`src/design/hdu_pkg.sv`:
```
// ----------------------------------------------------------------------------
// hdu_pkg: shared types and constants of the haversine distance unit
// Fixed-point constants, CORDIC arctangent table and pipeline depth.
// ----------------------------------------------------------------------------
package hdu_pkg;

    localparam int CORDIC_STAGES = 24;
    localparam int CORDIC_N      = (CORDIC_STAGES > 32) ? 32 : CORDIC_STAGES;
    localparam int DIV_STEPS     = 2;
    localparam int SQRT_STEPS    = 31;
    localparam int PIPE_DEPTH    = 12 + DIV_STEPS + SQRT_STEPS + 2 * CORDIC_N;

    localparam logic signed [33:0] TURN_FULL     = 34'sd6039797760;
    localparam logic signed [33:0] TURN_HALF     = 34'sd3019898880;
    localparam logic signed [33:0] TURN_HALF_NEG = -34'sd3019898880;
    localparam logic signed [33:0] TURN_QTR      = 34'sd1509949440;
    localparam logic signed [33:0] TURN_QTR_NEG  = -34'sd1509949440;
    localparam logic [31:0]        PI_Q30        = 32'd3373259426;
    localparam logic [37:0]        DIV_RECIP     = 38'd195468733827;
    localparam logic signed [32:0] GAIN_Q30      = 33'sd652032874;
    localparam logic [30:0]        Q30_ONE       = 31'd1073741824;
    localparam logic [23:0]        DIAMETER_M    = 24'd12742000;
    localparam logic [24:0]        HALF_CIRC_M   = 25'd20015087;
    localparam logic [24:0]        THRESHOLD_RST = 25'd25000;

    localparam logic [29:0] ATAN_Q30 [32] = '{
        30'd843314856, 30'd497837829, 30'd263043836, 30'd133525158, 30'd67021686,
        30'd33543515, 30'd16775850, 30'd8388437, 30'd4194282, 30'd2097149,
        30'd1048575, 30'd524287, 30'd262143, 30'd131071, 30'd65535, 30'd32767,
        30'd16383, 30'd8191, 30'd4095, 30'd2047, 30'd1023, 30'd511, 30'd255,
        30'd127, 30'd63, 30'd31, 30'd15, 30'd8, 30'd4, 30'd2, 30'd1, 30'd0
    };

    typedef struct packed {
        logic signed [32:0] x;
        logic signed [32:0] y;
        logic signed [32:0] z;
    } t_cordic;

    typedef struct packed {
        logic [31:0] rem;
        logic [30:0] root;
        logic [61:0] rad;
    } t_sqrt;

    function automatic logic signed [31:0] clamp_unit(input logic signed [32:0] v);
        logic signed [32:0] lim;
        lim = {2'b00, Q30_ONE};
        if (v > lim) begin
            return 32'sd1073741824;
        end else if (v < -lim) begin
            return -32'sd1073741824;
        end
        return v[31:0];
    endfunction

endpackage

```
`src/design/hdu_sqrt_cell.sv`:
```
// ----------------------------------------------------------------------------
// hdu_sqrt_cell: one digit step of the floor square root
// Brings down two radicand bits and decides one root bit.
// ----------------------------------------------------------------------------
module hdu_sqrt_cell (
    input  logic           i_clk,
    input  logic           i_en,
    input  hdu_pkg::t_sqrt i_v,
    output hdu_pkg::t_sqrt o_v
);
    import hdu_pkg::*;

    t_sqrt       r_v;
    t_sqrt       n_v;
    logic [33:0] w_t;
    logic [33:0] w_trial;
    logic        w_ge;

    always_comb begin
        w_t      = {i_v.rem, i_v.rad[61:60]};
        w_trial  = {1'b0, i_v.root, 2'b01};
        w_ge     = (w_t >= w_trial);
        n_v.rem  = w_ge ? 32'(w_t - w_trial) : w_t[31:0];
        n_v.root = {i_v.root[29:0], w_ge};
        n_v.rad  = {i_v.rad[59:0], 2'b00};
    end

    always_ff @(posedge i_clk) begin
        if (i_en) begin
            r_v <= n_v;
        end
    end

    assign o_v = r_v;

endmodule

```
`config.mk`:
```
export PLATFORM = sky130hd
export DESIGN_NAME = hdu_sqrt_cell
export DESIGN_NICKNAME = d
export VERILOG_FILES = /design/src/design/hdu_pkg.sv /design/src/design/hdu_sqrt_cell.sv
export SDC_FILE = /design/constraint.sdc
export NUM_CORES = 1
export LEC_CHECK = 0
export BUFFER_PORTS_ARGS = -buffer_cell sky130_fd_sc_hd__buf_2
export CORE_MARGIN = 8
export CORE_UTILIZATION = 29
export DETAILED_ROUTE_END_ITERATION = 10
export GPL_TIMING_DRIVEN = 0
export PLACE_DENSITY_LB_ADDON = 0.05
export RECOVER_POWER = 50
export SLEW_MARGIN = 40
export SYNTH_ARGS = -nofsm -noshare
export SYNTH_HDL_FRONTEND = slang
export SYNTH_SLANG_ARGS = --single-unit
```
`constraint.sdc`:
```
create_clock -name i_clk -period 2.6 [get_ports i_clk]
set_input_delay 0 -clock i_clk [delete_from_list [all_inputs] [get_ports i_clk]]
set_output_delay 0 -clock i_clk [all_outputs]
set_load 0.005 [all_outputs]
```
==> reports/results.ini <==
[status]
outcome = complete, no violations

[die]
io_pins = 252
row_count = 52
die_x_um = 160.1
die_h_um = 160.1
start_util_pct = 29.65
core_mm2 = 0.02030
dieArea_mm2 = 0.02562

[critical_path]
endpoint_kind = register
slowest_stage = a311o_1
worst_ep_required_time_ns = 2.75
slowest_delay_ns = 0.36
path_cells = buf_2 > inv_1 > ha_1 > clkbuf_2 > and4_4 > and3_1 > and3_4 > and3_1 > and3_1 > a311o_1 > a41o_1 > buf_6 > buf_8 > mux2_4
cp_num_buf_inv = 5
critPathMostFrequentCell = and3_1
crit_arrival_ns = 2.67
cp-start-kind = input port
critical-path-top-delay-family = simple AND/OR/NAND/NOR gates
path_class = in -> reg
cp_max_fo = 10

[yosys]
synth.most_common_cell = edfxtp_1
ys_ff_latch = 123
ys_types = 52
synth_cells = 430
ys_top_cells_by_area = edfxtp_1, ha_1, mux2_4
synth_common_cells = edfxtp_1, inv_1, ha_1
yosys_warnings = 0
synth_area_mm2 = 0.006020
async_flop_share_pct = 0
avgSynthCellArea_um2 = 14.00
synth_top_area_share_pct = 61.36
synthFlopType = edfxtp_1
seq_area_frac_synth_pct = 61.36
synth_edf_count = 123
yosysTopAreaCell = edfxtp_1

[power_and_ir_drop]
p_total_mw = 6.242
vdd_drop_max_mv = 0.4115
power.density_mw_per_mm2 = 652.7
p_leak_nw = 4.252

[timing]
final-hold-violation-count = 0
holdWs_ns = 0.1504
setup_viol = 0
drv_slew = 0
min_period_over_period_pct = 97.11
clock.fmax_mhz = 396.1
relSlewSlack_pct = 6.234
worst_slew_pin_slew_ns = 1.406
tns_ns = 0
min_period_ns = 2.525

[routing]
ant_nets = 0
post_drt_wl_per_cell_um = 17.25
drt-initial-drc-count = 184
viasPerCell = 4.446
drc_errors = 0
firstDrtPassIters = 4
drt-total-wl_mm = 19.12
via_count = 4926

[placed_design]
hpwl_mm = 14.02
gp_congestion = 0.7964
io_buffer_count = 249

[hold_path]
min_from = i_v[61]
min_to = o_v[94]$_DFFE_PP_
min_path_cells = 4
hp-class = in -> reg

[layout]
post-route-util_pct = 47.11
area_growth_syn_to_layout_pct = 58.87
final_nets = 985
largest_reg_flops = 123
drive_gt1_share_pct = 38.78
antenna_cells = 0

[grt]
overflow = 0
grt_max_degree = 69
antenna_found_initial = 2
grt_pass1_wl_mm = 30.22
first_global_vias = 5363
grt_use_total_pct = 14.89

[clock_network]
clockBufferDepth = 2
cts_buffers = 17
cts-root-buf = clkbuf_16
htree_levels = 4
clkSlewWorstSetupHoldPaths_ns = 0.05
cts.sinks = 123
cts_tree = yes

[flow_run]
maxCapViolations = 0

[per-stage QoR]
stage	std cells	setup WS, ns	cell area [um^2]
floorplan	431	0.002921	6072
global placement	950	-0.8968	7656
detailed placement	951	-0.8682	7694
CTS	1107	0.001661	9563
global route	1108	-0.007175	9563
finish	1108	0.07523	9563
[placed cells by master, fill, tap and decap left out, drive strengths merged, types with 13 or more instances in the layout]
cell type    count
buf            245
edfxtp         123
dlygate4sd3    122
inv             43
clkbuf          39
ha              33
mux2            29
a21oi           27
xnor2           22
nand2           18
nor2            15
o21ai           15
a21o            13
[worst max-delay path by stage]
stage | slack (ns) | start | cells past startpoint | end
CTS | 0.002 | i_v[89] | 12 | o_v[105]$_DFFE_PP_
global placement | -0.90 | i_v[62] | 13 | o_v[109]$_DFFE_PP_
finish | 0.08 | i_v[78] | 14 | o_v[105]$_DFFE_PP_
floorplan | 0.003 | i_v[62] | 12 | o_v[100]$_DFFE_PP_
detailed placement | -0.87 | i_v[62] | 13 | o_v[111]$_DFFE_PP_
global route | -0.007 | i_v[70] | 11 | o_v[120]$_DFFE_PP_
[cell families after synthesis]
family | share of synthesized area [%]
other cells | 0.06230
compound gates | 10.21
flops | 61.36
xor+xnor | 4.365
buf+inv | 3.824
simple gates | 5.945
mux | 7.379
fa+ha+maj | 6.859
[metal layers]
layer,routed length [um],vias to the layer above,track usage [%]
met5,19,-,0
met4,189,4,3.823
met3,1577,12,5.810
met2,8993,180,24.52
met1,8337,2327,17.89
li1,-,2403,-
[report_power, final]
part | internal [mW] | leakage, nW | switching (mW) | total [mW]
sequential | 2.43 | 1.20 | 0.0457 | 2.47
combinational | 0.686 | 2.75 | 0.588 | 1.27
clock | 1.53 | 0.294 | 0.958 | 2.49
total | 4.65 | 4.25 | 1.59 | 6.24
[timing repair]
action | in CTS | in global routing
hold endpoints to repair | 122 | 0
buffers inserted | 2 | 2
pin swaps | 2 | 2
setup endpoints to repair | 33 | 27
hold buffers | 122 | 0
gates resized for setup | 3 | 11
[layout make-up]
cell class / count / area (um^2)
buffer: 12 / 102.6
clock buffer: 18 / 429.2
clock inverter: 14 / 186.4
fill: 1915 / 10740
inverter: 38 / 142.6
multi-input combinational: 257 / 2183
sequential: 123 / 3694
tap: 270 / 337.8
timing repair buffer: 376 / 2487
(Power assumes the default switching activity.)
