File: src/design/hdu_pkg.sv
// ----------------------------------------------------------------------------
// hdu_pkg: shared types and constants of the haversine distance unit
// Fixed-point constants, CORDIC arctangent table and pipeline depth.
// ----------------------------------------------------------------------------
package hdu_pkg;

    localparam int CORDIC_STAGES = 24;
    localparam int CORDIC_N      = (CORDIC_STAGES > 32) ? 32 : CORDIC_STAGES;
    localparam int DIV_STEPS     = 2;
    localparam int SQRT_STEPS    = 31;
    localparam int PIPE_DEPTH    = 12 + DIV_STEPS + SQRT_STEPS + 2 * CORDIC_N;

    localparam logic signed [33:0] TURN_FULL     = 34'sd6039797760;
    localparam logic signed [33:0] TURN_HALF     = 34'sd3019898880;
    localparam logic signed [33:0] TURN_HALF_NEG = -34'sd3019898880;
    localparam logic signed [33:0] TURN_QTR      = 34'sd1509949440;
    localparam logic signed [33:0] TURN_QTR_NEG  = -34'sd1509949440;
    localparam logic [31:0]        PI_Q30        = 32'd3373259426;
    localparam logic [37:0]        DIV_RECIP     = 38'd195468733827;
    localparam logic signed [32:0] GAIN_Q30      = 33'sd652032874;
    localparam logic [30:0]        Q30_ONE       = 31'd1073741824;
    localparam logic [23:0]        DIAMETER_M    = 24'd12742000;
    localparam logic [24:0]        HALF_CIRC_M   = 25'd20015087;
    localparam logic [24:0]        THRESHOLD_RST = 25'd25000;

    localparam logic [29:0] ATAN_Q30 [32] = '{
        30'd843314856, 30'd497837829, 30'd263043836, 30'd133525158, 30'd67021686,
        30'd33543515, 30'd16775850, 30'd8388437, 30'd4194282, 30'd2097149,
        30'd1048575, 30'd524287, 30'd262143, 30'd131071, 30'd65535, 30'd32767,
        30'd16383, 30'd8191, 30'd4095, 30'd2047, 30'd1023, 30'd511, 30'd255,
        30'd127, 30'd63, 30'd31, 30'd15, 30'd8, 30'd4, 30'd2, 30'd1, 30'd0
    };

    typedef struct packed {
        logic signed [32:0] x;
        logic signed [32:0] y;
        logic signed [32:0] z;
    } t_cordic;

    typedef struct packed {
        logic [31:0] rem;
        logic [30:0] root;
        logic [61:0] rad;
    } t_sqrt;

    function automatic logic signed [31:0] clamp_unit(input logic signed [32:0] v);
        logic signed [32:0] lim;
        lim = {2'b00, Q30_ONE};
        if (v > lim) begin
            return 32'sd1073741824;
        end else if (v < -lim) begin
            return -32'sd1073741824;
        end
        return v[31:0];
    endfunction

endpackage

File: src/design/hdu_rot_cell.sv
// ----------------------------------------------------------------------------
// hdu_rot_cell: one rotation-mode CORDIC micro-rotation
// Turns the vector toward the residual angle by atan(2^-idx).
// ----------------------------------------------------------------------------
module hdu_rot_cell (
    input  logic             i_clk,
    input  logic             i_en,
    input  logic [4:0]       i_idx,
    input  hdu_pkg::t_cordic i_v,
    output hdu_pkg::t_cordic o_v
);
    import hdu_pkg::*;

    t_cordic            r_v;
    t_cordic            n_v;
    logic signed [32:0] w_xs;
    logic signed [32:0] w_ys;
    logic signed [32:0] w_at;

    always_comb begin
        w_xs = i_v.x >>> i_idx;
        w_ys = i_v.y >>> i_idx;
        w_at = $signed({3'b000, ATAN_Q30[i_idx]});
        if (!i_v.z[32]) begin
            n_v.x = i_v.x - w_ys;
            n_v.y = i_v.y + w_xs;
            n_v.z = i_v.z - w_at;
        end else begin
            n_v.x = i_v.x + w_ys;
            n_v.y = i_v.y - w_xs;
            n_v.z = i_v.z + w_at;
        end
    end

    always_ff @(posedge i_clk) begin
        if (i_en) begin
            r_v <= n_v;
        end
    end

    assign o_v = r_v;

endmodule

File: config.mk
export PLATFORM = sky130hd
export DESIGN_NAME = hdu_rot_cell
export DESIGN_NICKNAME = d
export VERILOG_FILES = /design/src/design/hdu_pkg.sv /design/src/design/hdu_rot_cell.sv
export SDC_FILE = /design/constraint.sdc
export NUM_CORES = 1
export LEC_CHECK = 0
export ABC_AREA = 0
export BUFFER_PORTS_ARGS = -buffer_cell sky130_fd_sc_hd__buf_2
export CAP_MARGIN = 25
export CORE_AREA = 4 4 175 177
export CTS_CLUSTER_DIAMETER = 100
export DETAILED_ROUTE_END_ITERATION = 8
export DIE_AREA = 0 0 179 181
export GPL_TIMING_DRIVEN = 0
export HOLD_SLACK_MARGIN = 0.02
export PLACE_DENSITY_LB_ADDON = 0.15
export SLEW_MARGIN = 20
export SYNTH_ARGS = -nofsm -noshare
export SYNTH_HDL_FRONTEND = slang
export SYNTH_SLANG_ARGS = --single-unit
File: constraint.sdc
create_clock -name i_clk -period 27.7 [get_ports i_clk]
set_clock_uncertainty 0.05 [all_clocks]
set_input_delay 6.925 -clock i_clk [delete_from_list [all_inputs] [get_ports i_clk]]
set_output_delay 6.925 -clock i_clk [all_outputs]
set_load 0.005 [all_outputs]
==> impl_results.md <==
* Status: finished clean
* Share of cells above drive strength 1 at 21.8%
* RSZ-0062 raised after global routing: false
* Via count of the routed design at 16600
* Initial Utilization at 51.8%
* Placer Congestion at 1.10
* Post-placement cell area at 16700 sq um
* Post-route ant nets at 0
* VDD IR max at 0.0397 mV
* Total grt overflow at 0
* Synth Area per Inst at 9.10 sq um
* H-tree depth at 3
* Max incr delay on CP at 890 ps
* Slowest cell on crit path: buf_1
* Total GRT Usage at 43.3%
* FF+latch count, synth at 99
* Die height at 181 microns
* Area Growth Syn to Fin at 12.2%
* Min Clock Period, post-route at 15950 ps
* Max Slew Vio Count at 0
* Bufs and invs on worst path at 6
* Final TNS setup at 0 ps
* Via density per instance at 7.29
* Buffers on Ports at 201
* Tot Pwr at 0.000878 W
* Max Cap Viol at 0
* Hold Crit Class: in -> reg
* Die Area at 32400 sq um
* Final setup violating endpoints at 0
* CP startpoint kind: input port
* Pin count of the biggest net entering global routing at 56
* Slew HR at 19.1%
* CTS tree: built
* Final #Nets at 2100
* CP Class: in -> reg
* Period utilization at 57.6%
* I/O pin count at 205
* Fin Hold WS at 6790 ps
* First-pass GRT wire length at 104000 microns
* Power per cell area at 51.6 nW/um^2
* CTS resizes at 0
* Main synth FF type: edfxtp_1
* Clk buf depth at 2
* DR WL/cell at 31.6 microns
* YS warnings at 0
* Inst Count DP at 2261
* Netlist Area Pre-Place at 15200 sq um
* Final hold viol count at 0
* Number of global-route vias before repair at 16100
* Die X at 179 microns
* Max FO, Critical Path at 10
* Pleak at 7.02 nW
* Max FFs per register at 99
* Reg clk slew, reported paths at 80 ps
* Worst slew pin tran at 1210 ps
* Hpwl dp at 56300 microns
* CP Capture Type: register
* Post-CTS repair timing setup buffer count at 0
* Crit path DAT at 16010 ps
* Sink Count at 99
* Cts hold-fix bufs at 0
* Commonest non-fill, non-tap cells in the layout: 224 x buf_2, 152 x nor2_1, 129 x a21oi_1
* FFs w/ async S/R, synth at 0%
* Drc violations at 0
* DRT iter0 DRCs at 2308
* Layout Cells excl Fill at 2279
* Post-route cell area at 17000 sq um
* Row count at 63
* CP delay by family, top: compound AO/OA/AOI/OAI gates
* First-pass iteration count of the detailed router at 6
* Post-synth EDFFs at 99
* Syn Nets at 1883
* Fill cell count at 2529
* Max Clk Rate at 62.7 MHz
* Post-synthesis cell type count at 90
* CTS root buf: clkbuf_16
* Most common cell after layout, fill and taps aside: buf_2
* DRT Wirelength at 72100 microns
* Core area at 29200 sq um
* Required time worst endpoint at 27760 ps
* Post-Syn Instances at 1666
* Seq/Total Area, Yosys at 19.6%
* Number of buffers created by CTS at 9
* Initial antenna violation count at 2
[cells by family after synthesis]
group,after synthesis,share of synthesized area [%]
flops,99,19.6
fa+ha+maj,111,9.31
xor+xnor,169,9.77
mux,181,19.3
simple gates,464,15.1
compound gates,502,22.7
buf+inv,140,4.20
[power by group]
group | internal, W | total, W | switching (W)
sequential | 0.000224 | 0.000234 | 0.00000978
clock | 0.0000613 | 0.000129 | 0.0000675
combinational | 0.000205 | 0.000516 | 0.000311
[cell type report]
| cell class | count | area [sq um] | area share, % |
|---|---|---|---|
| Antenna cell | 1 | 2.50 | 0.0147 |
| Clock inverter | 6 | 41.3 | 0.243 |
| Inverter | 45 | 169 | 0.993 |
| Sequential cell | 99 | 2970 | 17.5 |
| Timing Repair Buffer | 206 | 1070 | 6.32 |
| Tap cell | 390 | 488 | 2.87 |
| Buffer | 95 | 468 | 2.75 |
| Multi-Input combinational cell | 1427 | 11600 | 68.0 |
| Clock buffer | 10 | 229 | 1.35 |
[worst paths after layout]
path / endpoint / slack, ps / startpoint / cells past startpoint
max: o_v[97]$_DFFE_PP_ / 11750 / i_idx[1] / 27
min: o_v[0]$_DFFE_PP_ / 6790 / i_v[0] / 2
[metrics by stage]
stage / setup slack, ps / util, %
4_1_cts: 11890 / 58.1
3_3_place_gp: 11680 / 56.9
2_1_floorplan: 14060 / -
5_1_grt: 11570 / 58.1
6_report: 11750 / 58.2
3_5_place_dp: 11530 / 57.2
[cell usage after synthesis, types with 9 or more instances]
master	number	share of area, %
a22oi_1	14	0.69
or2_2	9	0.37
mux2_2	30	2.2
mux2i_1	63	4.2
nand2_1	117	2.9
o21a_1	16	0.79
nand2b_1	19	0.78
a211o_1	9	0.52
o211ai_1	13	0.64
clkbuf_1	40	0.99
o21bai_1	12	0.59
a221oi_1	10	0.58
nor3_1	27	0.89
mux4_2	86	13
a21o_1	45	2.2
nand3_1	32	1.1
a211oi_1	22	1.1
ha_1	108	8.9
and2_1	14	0.58
a31oi_1	29	1.2
nor2_1	153	3.8
xor2_1	67	3.9
a21oi_1	129	4.3
o22ai_1	24	0.99
buf_1	21	0.52
xnor2_1	102	5.9
edfxtp_1	99	20
nor2b_1	15	0.62
buf_2	23	0.76
and3_1	22	0.91
inv_1	42	1.0
o21ai_0	71	2.3
[layer usage]
metal / up-vias / part of all wire [%] / GRT usage [%]
met4: 2 / 7.6 / 25.4
met3: 329 / 13 / 14.6
li1: 6911 / - / -
met1: 7914 / 36 / 52.8
met2: 1453 / 44 / 66.1
met5: - / 0.018 / 0
Power figures use the tool's default switching activity.
