## src/design/hdu_pkg.sv

```systemverilog
// ----------------------------------------------------------------------------
// hdu_pkg: shared types and constants of the haversine distance unit
// Fixed-point constants, CORDIC arctangent table and pipeline depth.
// ----------------------------------------------------------------------------
package hdu_pkg;

    localparam int CORDIC_STAGES = 24;
    localparam int CORDIC_N      = (CORDIC_STAGES > 32) ? 32 : CORDIC_STAGES;
    localparam int DIV_STEPS     = 2;
    localparam int SQRT_STEPS    = 31;
    localparam int PIPE_DEPTH    = 12 + DIV_STEPS + SQRT_STEPS + 2 * CORDIC_N;

    localparam logic signed [33:0] TURN_FULL     = 34'sd6039797760;
    localparam logic signed [33:0] TURN_HALF     = 34'sd3019898880;
    localparam logic signed [33:0] TURN_HALF_NEG = -34'sd3019898880;
    localparam logic signed [33:0] TURN_QTR      = 34'sd1509949440;
    localparam logic signed [33:0] TURN_QTR_NEG  = -34'sd1509949440;
    localparam logic [31:0]        PI_Q30        = 32'd3373259426;
    localparam logic [37:0]        DIV_RECIP     = 38'd195468733827;
    localparam logic signed [32:0] GAIN_Q30      = 33'sd652032874;
    localparam logic [30:0]        Q30_ONE       = 31'd1073741824;
    localparam logic [23:0]        DIAMETER_M    = 24'd12742000;
    localparam logic [24:0]        HALF_CIRC_M   = 25'd20015087;
    localparam logic [24:0]        THRESHOLD_RST = 25'd25000;

    localparam logic [29:0] ATAN_Q30 [32] = '{
        30'd843314856, 30'd497837829, 30'd263043836, 30'd133525158, 30'd67021686,
        30'd33543515, 30'd16775850, 30'd8388437, 30'd4194282, 30'd2097149,
        30'd1048575, 30'd524287, 30'd262143, 30'd131071, 30'd65535, 30'd32767,
        30'd16383, 30'd8191, 30'd4095, 30'd2047, 30'd1023, 30'd511, 30'd255,
        30'd127, 30'd63, 30'd31, 30'd15, 30'd8, 30'd4, 30'd2, 30'd1, 30'd0
    };

    typedef struct packed {
        logic signed [32:0] x;
        logic signed [32:0] y;
        logic signed [32:0] z;
    } t_cordic;

    typedef struct packed {
        logic [31:0] rem;
        logic [30:0] root;
        logic [61:0] rad;
    } t_sqrt;

    function automatic logic signed [31:0] clamp_unit(input logic signed [32:0] v);
        logic signed [32:0] lim;
        lim = {2'b00, Q30_ONE};
        if (v > lim) begin
            return 32'sd1073741824;
        end else if (v < -lim) begin
            return -32'sd1073741824;
        end
        return v[31:0];
    endfunction

endpackage

```

## src/design/hdu_vec_cell.sv

```systemverilog
// ----------------------------------------------------------------------------
// hdu_vec_cell: one vectoring-mode CORDIC micro-rotation
// Drives y toward zero and accumulates the angle turned.
// ----------------------------------------------------------------------------
module hdu_vec_cell (
    input  logic             i_clk,
    input  logic             i_en,
    input  logic [4:0]       i_idx,
    input  hdu_pkg::t_cordic i_v,
    output hdu_pkg::t_cordic o_v
);
    import hdu_pkg::*;

    t_cordic            r_v;
    t_cordic            n_v;
    logic signed [32:0] w_xs;
    logic signed [32:0] w_ys;
    logic signed [32:0] w_at;

    always_comb begin
        w_xs = i_v.x >>> i_idx;
        w_ys = i_v.y >>> i_idx;
        w_at = $signed({3'b000, ATAN_Q30[i_idx]});
        if (!i_v.y[32]) begin
            n_v.x = i_v.x + w_ys;
            n_v.y = i_v.y - w_xs;
            n_v.z = i_v.z + w_at;
        end else begin
            n_v.x = i_v.x - w_ys;
            n_v.y = i_v.y + w_xs;
            n_v.z = i_v.z - w_at;
        end
    end

    always_ff @(posedge i_clk) begin
        if (i_en) begin
            r_v <= n_v;
        end
    end

    assign o_v = r_v;

endmodule

```

## config.mk

```make
export PLATFORM = sky130hd
export DESIGN_NAME = hdu_vec_cell
export DESIGN_NICKNAME = d
export VERILOG_FILES = /design/src/design/hdu_pkg.sv /design/src/design/hdu_vec_cell.sv
export SDC_FILE = /design/constraint.sdc
export NUM_CORES = 1
export LEC_CHECK = 0
export BUFFER_PORTS_ARGS = -buffer_cell sky130_fd_sc_hd__buf_2
export CAP_MARGIN = 10
export CORE_ASPECT_RATIO = 0.6
export CORE_UTILIZATION = 35
export DETAILED_ROUTE_END_ITERATION = 10
export GPL_TIMING_DRIVEN = 0
export PLACE_DENSITY = 0.6
export SETUP_SLACK_MARGIN = 0.2
export SLEW_MARGIN = 40
export SYNTH_ARGS = -nofsm -noshare
export SYNTH_HDL_FRONTEND = slang
export SYNTH_SLANG_ARGS = --single-unit
```

## constraint.sdc

```tcl
create_clock -name i_clk -period 18 [get_ports i_clk]
set_input_delay 5.4 -clock i_clk [delete_from_list [all_inputs] [get_ports i_clk]]
set_output_delay 5.4 -clock i_clk [all_outputs]
set_load 0.05 [all_outputs]
```

==> out/metrics.yaml <==
antenna_found_initial: 2
nets: 2055
htreeDepth: 3
drc: 0
critPathArrivalTime_ps: 14200
end_kind: "flop"
grt_usage_pct: 34.0
dp_cells: 2387
synth_area_mm2: 0.0147
core_area_mm2: 0.0409
cts_resized: 0
yosys.area.top_type: "edfxtp_1"
yosysTopAreaCellShare_pct: 20.2
die_h_um: 161
place_hpwl_um: 58500
cts-root-buf: "clkbuf_16"
final_hold_viol_count: 0
rsz0062_at_grt: "no"
layout-drive-gt1-share_pct: 22.6
grt_pass1_wl_um: 104000
critPathLaunchType: "input port"
min_path_type: "input port to flop"
ys.warnings.count: 0
die_area_mm2: 0.0429
num_rows: 57
syn_inst: 1620
worstSetupPathType: "input port to flop"
power_density_mw_per_mm2: 89.5
vias: 15300
final-setup-viol-count: 0
ys_ff_latch: 99
cts.sinks: 99
crit_path_max_fanout: 10
area_growth_syn_to_layout_pct: 14.4
ys_types: 93
async_flop_share_pct: 0
period_needed_ps: 14060
grt_pass1_vias: 14300
final-instance-count-excl-fill: 2406
cts_tree: "done"
numPortBuffers: 204
utilization_pct: 41.1
gp_congestion: 1.04
place_area_mm2: 0.0165
grt_max_degree: 63
max_freq_mhz: 71.1
status: "complete, no violations"
cts_setup_buffers: 0
postRouteAntennaNets: 0
synthFlopType: "edfxtp_1"
gr-total-overflow: 0
crit_top_cell: "clkbuf_1"
ys_seq_area_share_pct: 20.2
crit_family: "buffers and inverters"
crit_required_ps: 18130
max_stage_delay_ps: 730
drtIter0Drc: 2211
routed_via_density: 6.37
synth_nets: 1837
postCtsHoldBufs: 0
slowest_stage: "buf_1"
cts_buffers: 9
crit_buf_inv: 10
min_period_over_period_pct: 78.1
peakVddDrop_mv: 0.0676
cp_cell_sequence: "buf_2 > clkbuf_1 > clkbuf_1 > buf_2 > buf_2 > buf_1 > clkbuf_1 > clkbuf_1 > buf_1 > clkbuf_1 > o21bai_1 > xnor2_1 > ha_1 > nand4_1 > nor2_1 > a211oi_1 > o21ai_0 > a211oi_1 > a311oi_1 > or4_1 > a31o_2 > a21oi_1 > xnor2_1"
die_x_um: 267
avgSynthCellArea_um2: 9.08
firstDrtPassIters: 6
setup_tns_ps: 0
slew_viol_final: 0
synth_edf_count: 99
wl_per_cell_um: 30.7
drt_wl_total_um: 73900
synthTopCellsByArea: "edfxtp_1 (20%), mux4_2 (13%), ha_1 (9.2%), xnor2_1 (7.1%), a21oi_1 (5.2%)"
fin_area_mm2: 0.0168
clkTransAtPathRegs_ps: 80
drv_cap: 0
initial_core_util_pct: 35.9
largest_register_ffs: 99
cts_buffer_depth: 2
tightest_slew_ps: 960
slew_headroom_pct: 36.0
io_pins: 205
leakagePower_nw: 6.89
## logic make-up after synthesis
logic type                 share of synthesized area, %
and+or+nand+nor                                    14.7
buffers and inverters                              4.45
adders and majority gates                          9.60
muxes                                              18.7
DFF                                                20.2
xor gates and xnor gates                           9.98
AOI/OAI and AO/OA                                  22.4
## Yosys cell counts, types with 18 or more instances
library cell,count
nor2_1,118
buf_1,18
clkbuf_1,42
inv_1,47
a31oi_1,22
xnor2_1,119
nand2b_1,21
nand3_1,24
ha_1,108
edfxtp_1,99
mux2_2,26
a21o_1,43
mux4_2,82
a211oi_1,18
nand2_1,124
o22ai_1,30
mux2i_1,58
nor3_1,21
xor2_1,46
o21a_1,22
and3_1,21
o21ai_0,78
o21bai_1,20
a21oi_1,154
nor2b_1,18
buf_2,23
## worst paths after layout
check             startpoint                end  cells past startpoint  slack, ps
hold / removal       i_v[33]  o_v[33]$_DFFE_PP_                      2       5330
setup / recovery    i_idx[4]  o_v[32]$_DFFE_PP_                     23       3940
## report_power, final
part | switching [mW] | internal (mW)
Combinational | 0.645 | 0.302
Clock | 0.107 | 0.0958
Sequential | 0.0139 | 0.342
Total | 0.766 | 0.740
## cell usage in the layout, fill, tap and decap left out, types with 9 or more instances in the layout
master     netlist  routed
buf_2           23     231
a21oi_1        154     154
nand2_1        124     124
xnor2_1        119     119
nor2_1         118     116
ha_1           108     108
edfxtp_1        99      99
mux4_2          82      82
o21ai_0         78      78
mux2i_1         58      57
inv_1           47      47
xor2_1          46      46
a21o_1          43      43
o22ai_1         30      30
clkbuf_1        42      29
mux2_2          26      26
nand3_1         24      24
a31oi_1         22      22
o21a_1          22      22
and3_1          21      21
nor3_1          21      21
nand2b_1        21      21
o21bai_1        20      20
nor2b_1         18      18
a211oi_1        18      17
and2_1          16      16
buf_1           18      14
clkbuf_2         0      14
nand4_1         14      14
a221oi_1        13      13
clkbuf_16        0       9
## per-layer routing
| metal | vias to the layer above | wire length, um | GRT usage (%) |
|---|---|---|---|
| li1 | 6657 | - | - |
| met1 | 7520 | 34200 | 51.0 |
| met2 | 1047 | 28200 | 44.8 |
| met3 | 107 | 9370 | 11.7 |
| met4 | 2 | 1990 | 9.54 |
| met5 | - | 9 | 0 |
## per-stage QoR
stage | power (mW) | hold WS [ps] | setup WS, ps
after global placement | 1.28 | 5720 | 3820
after detailed placement | 1.28 | 5720 | 3920
after global routing | 1.58 | 5340 | 3910
final | 1.51 | 5330 | 3940
after CTS | 1.50 | 5310 | 4310
after floorplan | 1.03 | 5510 | 6790
## area by class of cell
cell class,instances,area (um^2)
antenna,3,7.51
buffer,93,489
clock buffer,10,229
clock inverter,6,48.8
fill,4161,24100
inverter,50,188
multi-input combinational,1378,11100
sequential,99,2970
tap,560,701
timing repair buffer,207,1070
Note: power is estimated with default switching activity, not from simulation.
