===== config.mk =====
export PLATFORM = sky130hd
export DESIGN_NAME = hdu_div_cell
export DESIGN_NICKNAME = d
export VERILOG_FILES = /design/src/design/hdu_pkg.sv /design/src/design/hdu_div_cell.sv
export SDC_FILE = /design/constraint.sdc
export NUM_CORES = 1
export LEC_CHECK = 0
export BUFFER_PORTS_ARGS = -buffer_cell sky130_fd_sc_hd__buf_2
export CAP_MARGIN = 5
export CORE_ASPECT_RATIO = 2
export CORE_MARGIN = 1.5
export CORE_UTILIZATION = 45
export DETAILED_ROUTE_END_ITERATION = 8
export HOLD_SLACK_MARGIN = 0.05
export PLACE_DENSITY_LB_ADDON = 0.3
export SYNTH_ARGS = -nofsm -noshare
export SYNTH_HDL_FRONTEND = slang
export SYNTH_SLANG_ARGS = --single-unit

===== constraint.sdc =====
create_clock -name i_clk -period 10.84 [get_ports i_clk]
set_input_delay 1.084 -clock i_clk [delete_from_list [all_inputs] [get_ports i_clk]]
set_output_delay 1.084 -clock i_clk [all_outputs]
set_load 0.01 [all_outputs]

===== src/design/hdu_pkg.sv =====
// ----------------------------------------------------------------------------
// hdu_pkg: shared types and constants of the haversine distance unit
// Fixed-point constants, CORDIC arctangent table and pipeline depth.
// ----------------------------------------------------------------------------
package hdu_pkg;

    localparam int CORDIC_STAGES = 24;
    localparam int CORDIC_N      = (CORDIC_STAGES > 32) ? 32 : CORDIC_STAGES;
    localparam int DIV_STEPS     = 2;
    localparam int SQRT_STEPS    = 31;
    localparam int PIPE_DEPTH    = 12 + DIV_STEPS + SQRT_STEPS + 2 * CORDIC_N;

    localparam logic signed [33:0] TURN_FULL     = 34'sd6039797760;
    localparam logic signed [33:0] TURN_HALF     = 34'sd3019898880;
    localparam logic signed [33:0] TURN_HALF_NEG = -34'sd3019898880;
    localparam logic signed [33:0] TURN_QTR      = 34'sd1509949440;
    localparam logic signed [33:0] TURN_QTR_NEG  = -34'sd1509949440;
    localparam logic [31:0]        PI_Q30        = 32'd3373259426;
    localparam logic [37:0]        DIV_RECIP     = 38'd195468733827;
    localparam logic signed [32:0] GAIN_Q30      = 33'sd652032874;
    localparam logic [30:0]        Q30_ONE       = 31'd1073741824;
    localparam logic [23:0]        DIAMETER_M    = 24'd12742000;
    localparam logic [24:0]        HALF_CIRC_M   = 25'd20015087;
    localparam logic [24:0]        THRESHOLD_RST = 25'd25000;

    localparam logic [29:0] ATAN_Q30 [32] = '{
        30'd843314856, 30'd497837829, 30'd263043836, 30'd133525158, 30'd67021686,
        30'd33543515, 30'd16775850, 30'd8388437, 30'd4194282, 30'd2097149,
        30'd1048575, 30'd524287, 30'd262143, 30'd131071, 30'd65535, 30'd32767,
        30'd16383, 30'd8191, 30'd4095, 30'd2047, 30'd1023, 30'd511, 30'd255,
        30'd127, 30'd63, 30'd31, 30'd15, 30'd8, 30'd4, 30'd2, 30'd1, 30'd0
    };

    typedef struct packed {
        logic signed [32:0] x;
        logic signed [32:0] y;
        logic signed [32:0] z;
    } t_cordic;

    typedef struct packed {
        logic [31:0] rem;
        logic [30:0] root;
        logic [61:0] rad;
    } t_sqrt;

    function automatic logic signed [31:0] clamp_unit(input logic signed [32:0] v);
        logic signed [32:0] lim;
        lim = {2'b00, Q30_ONE};
        if (v > lim) begin
            return 32'sd1073741824;
        end else if (v < -lim) begin
            return -32'sd1073741824;
        end
        return v[31:0];
    endfunction

endpackage


===== src/design/hdu_div_cell.sv =====
// ----------------------------------------------------------------------------
// hdu_div_cell: division by 45 by reciprocal multiplication
// Forms four partial products with the scaled reciprocal, then sums them
// and keeps the quotient bits; two register stages.
// ----------------------------------------------------------------------------
module hdu_div_cell (
    input  logic        i_clk,
    input  logic        i_en,
    input  logic [36:0] i_x,
    output logic [30:0] o_q
);
    import hdu_pkg::*;

    logic [36:0] r_hh;
    logic [36:0] n_hh;
    logic [36:0] r_hl;
    logic [36:0] n_hl;
    logic [37:0] r_lh;
    logic [37:0] n_lh;
    logic [37:0] r_ll;
    logic [37:0] n_ll;
    logic [74:0] w_sum;
    logic [30:0] r_q;

    always_comb begin
        n_hh  = 37'(i_x[36:19]) * 37'(DIV_RECIP[37:19]);
        n_hl  = 37'(i_x[36:19]) * 37'(DIV_RECIP[18:0]);
        n_lh  = 38'(i_x[18:0]) * 38'(DIV_RECIP[37:19]);
        n_ll  = 38'(i_x[18:0]) * 38'(DIV_RECIP[18:0]);
        w_sum = (75'(r_hh) << 38) + (75'(r_hl) << 19) + (75'(r_lh) << 19) + 75'(r_ll);
    end

    // quotient is the product shifted down by 43
    always_ff @(posedge i_clk) begin
        if (i_en) begin
            r_hh <= n_hh;
            r_hl <= n_hl;
            r_lh <= n_lh;
            r_ll <= n_ll;
            r_q  <= w_sum[73:43];
        end
    end

    assign o_q = r_q;

endmodule


==> impl_summary.log <==
INFO  metric height_of_the_die = 328 um
INFO  metric clock-skew-final = roughly 16 ps
INFO  metric cp.arrival = 6930 ps
INFO  metric synth.cells.most_frequent = inv_1, ha_1, fa_1
INFO  metric worst_slew_pin_slew = 956 ps
INFO  metric max-cap-violations = 0
INFO  metric top_level_ports = 70
INFO  metric worstSetupEndpointType = register
INFO  metric timing.slew.headroom = 36.3%
INFO  metric avgViaCountPerCell = 5.38
INFO  metric outcome = finished clean
INFO  metric total_die_area = about 0.054 mm2
INFO  metric holdBufCountCts = 0
INFO  metric antenna_left = 0
INFO  metric postCtsResizedCells = 0
INFO  metric clk_path_buf_depth = 2
INFO  metric synth_warnings = 0
INFO  metric flip_flop_cell_with_the_highest_count_after_synthesis = edfxtp_1
INFO  metric global_route.overflow_total = 0
INFO  metric start_util = ~46%
INFO  metric yosys.area_share.adder = 51.3%
INFO  metric worst_hold_path.num_cells = 1
INFO  metric worst-r2r-cell-count = 11
INFO  metric detail_route.wl_per_cell = 20.8 um
INFO  metric setup.worst_path.start_class = primary input
INFO  metric routabilityCongestion = roughly 0.99
INFO  metric portBuffers = 69
INFO  metric finalWirelength = about 63000 um
INFO  metric clk_latency_worst_skew_pair = 450 ps
INFO  metric grt_pass1_vias = approximately 18k
INFO  metric dominant_combinational_cell_family_by_area_after_synthesis = adder cells
INFO  metric die_w = 165 um
INFO  metric number_of_enable_flip_flop_cells_after_synthesis = between 100 and 150
INFO  metric grt_pass1_wl = approximately 100000 um
INFO  metric seq_area = 0.00444 mm2
INFO  metric yosys-top-cells-area = fa_1, ha_1, edfxtp_1
INFO  metric antennaDiodeCount = 0
INFO  metric path_clk_slew = 70 ps
INFO  metric timing_hold_violations_final = 0
INFO  metric synth_cell_types = 67
INFO  metric achievable-frequency = approximately 0.15 GHz
INFO  metric seq_area_frac_synth = 18.7%
INFO  metric yosys.area.top_type_share = 26.5%
INFO  metric report.final.slew_viol_count = 0
INFO  metric drive_gt1_share = around 5.1%
INFO  metric layout.filler_cells = 4891
INFO  metric synth_compound_area_share = between 9 and 10%
INFO  metric rsz0062_at_grt = false
INFO  metric cts.root.buffer_cell = clkbuf_16
INFO  metric period_share = between 60 and 70%
INFO  metric setup-tns-final = 0 ps
INFO  metric cp_max_fo = 8
INFO  metric tritoncts.num_buffers = 17
INFO  metric dr.pass1.iters = 5
INFO  metric numClockSinks = 148
INFO  metric grt_start_max_net_pins = 76
INFO  metric cts.repair_timing.setup_buffer_count = 0
INFO  metric synthCells = 2287
INFO  metric critical_path_required = 11030 ps
INFO  metric placeableCoreArea = 0.0520 mm2
INFO  metric detailedRoute.firstIterationViolations = roughly 710
INFO  metric gr-usage-all-layers = 24.5%
INFO  metric tritoncts = built
INFO  metric post-synth-top-count-cell = inv_1
INFO  metric multi_input_area = 0.0169 mm2
INFO  metric worst_hold_path_type = register to register
INFO  metric h-tree-depth = 4
INFO  metric syn2layout_area_growth = 7.29%
INFO  metric crit_type = primary input to register
INFO  metric antenna_found_initial = 0
INFO  metric yosys.area_share.simple = 5.46%
INFO  metric final_nets = around 3.2k
INFO  metric biggest_area_consumer_among_synthesized_cells = fa_1
INFO  metric synthArstFlopShare = 0%
INFO  metric drc_errors_left = 0
INFO  metric syn_avg_cell_area = approximately 10 um2
INFO  metric dr_total_vias = between 15k and 20k
INFO  metric place_hpwl = between 50000 and 60000 um
INFO  metric placementRows = about 120
INFO  metric setup_violations = 0
INFO  metric synthesis.nets = 3109
INFO  metric synth-xor-area-share = 4.77%
INFO  metric layout_min_cycle_time = ~6700 ps
INFO  metric synth.ff_latch_count = about 150
INFO  metric post_synth_mux_area_share = 0.0475%
INFO  metric synthesis.area = 0.0237 mm2
final timing paths:
path | slack (ps) | endpoint | from
max | 4100 | r_hh[35]$_DFFE_PP_ | i_x[35]
min | 600 | o_q[22]$_DFFE_PP_ | r_hh[27]$_DFFE_PP_
max reg2reg | 6550 | o_q[29]$_DFFE_PP_ | r_ll[31]$_DFFE_PP_
min reg2reg | 600 | o_q[22]$_DFFE_PP_ | r_hh[27]$_DFFE_PP_
metrics by stage:
stage                     hold WS (ps)  setup WS, ps  instances  utilization, %  area, um2
after floorplan                    543          4350       2287               -      23700
after global placement             583          3730       3003            47.8      24800
after detailed placement           590          3660       3003            47.8      24800
after CTS                          599          4130       3035            48.9      25400
after global routing               609          3780       3035            48.9      25400
final                              604          4100       3035            48.9      25400
kinds of logic after synthesis:
kind of cell / Yosys count
fa+ha+maj: 783
simple gates: 252
buf+inv: 618
compound gates: 356
flops: 148
xor+xnor: 129
mux: 1
metal layers:
layer / vias up / part of all wire [%] / GRT usage (%)
li1: 7685 / - / -
met2: 356 / 56 / 47.7
met3: 183 / 2.5 / 2.15
met4: 0 / 8.8 / 18.8
met5: - / 0 / 0
met1: 8117 / 32 / 22.7
critical path, cell delays in order:
cell and delay (ps):
buf_2 230, inv_1 120, ha_1 390, fa_1 530, fa_1 540, inv_1 80, fa_1 510, fa_1 560
inv_1 60, fa_1 520, inv_1 80, ha_1 350, a21o_1 200, a21oi_1 190, and2_1 170, o2bb2ai_1 60
a311oi_1 390, o311ai_1 260, a221oi_1 330, o21bai_1 110, xnor2_1 130
placed cells by master, fill, tap and decap left out, types with 50 or more instances in the layout:
cell type,netlist,routed
inv_1,603,603
nand2_1,50,50
a21o_1,57,57
nor2_1,59,59
o21ai_0,54,54
xnor2_1,84,84
fa_1,314,314
a21oi_1,112,112
ha_1,469,469
edfxtp_1,148,148
buf_2,1,68
sequential cells by signal, indices dropped and copies added (netlist names):
signal and flops:
o_q 31, r_hl 29, r_lh 38, r_hh 36, r_ll 14
final cells by class:
| cell class | count | area share, % |
|---|---|---|
| well taps | 660 | 3.25 |
| inverters | 603 | 8.90 |
| clock inverters | 15 | 0.659 |
| multi-input cells | 1521 | 66.6 |
| flip-flops and latches | 148 | 17.5 |
| repair buffers | 71 | 1.44 |
| clock buffers | 17 | 1.67 |
Power is left out: the tool's default activity adds up to more than one toggle a clock period on the data nets, which glitch-free logic cannot reach.
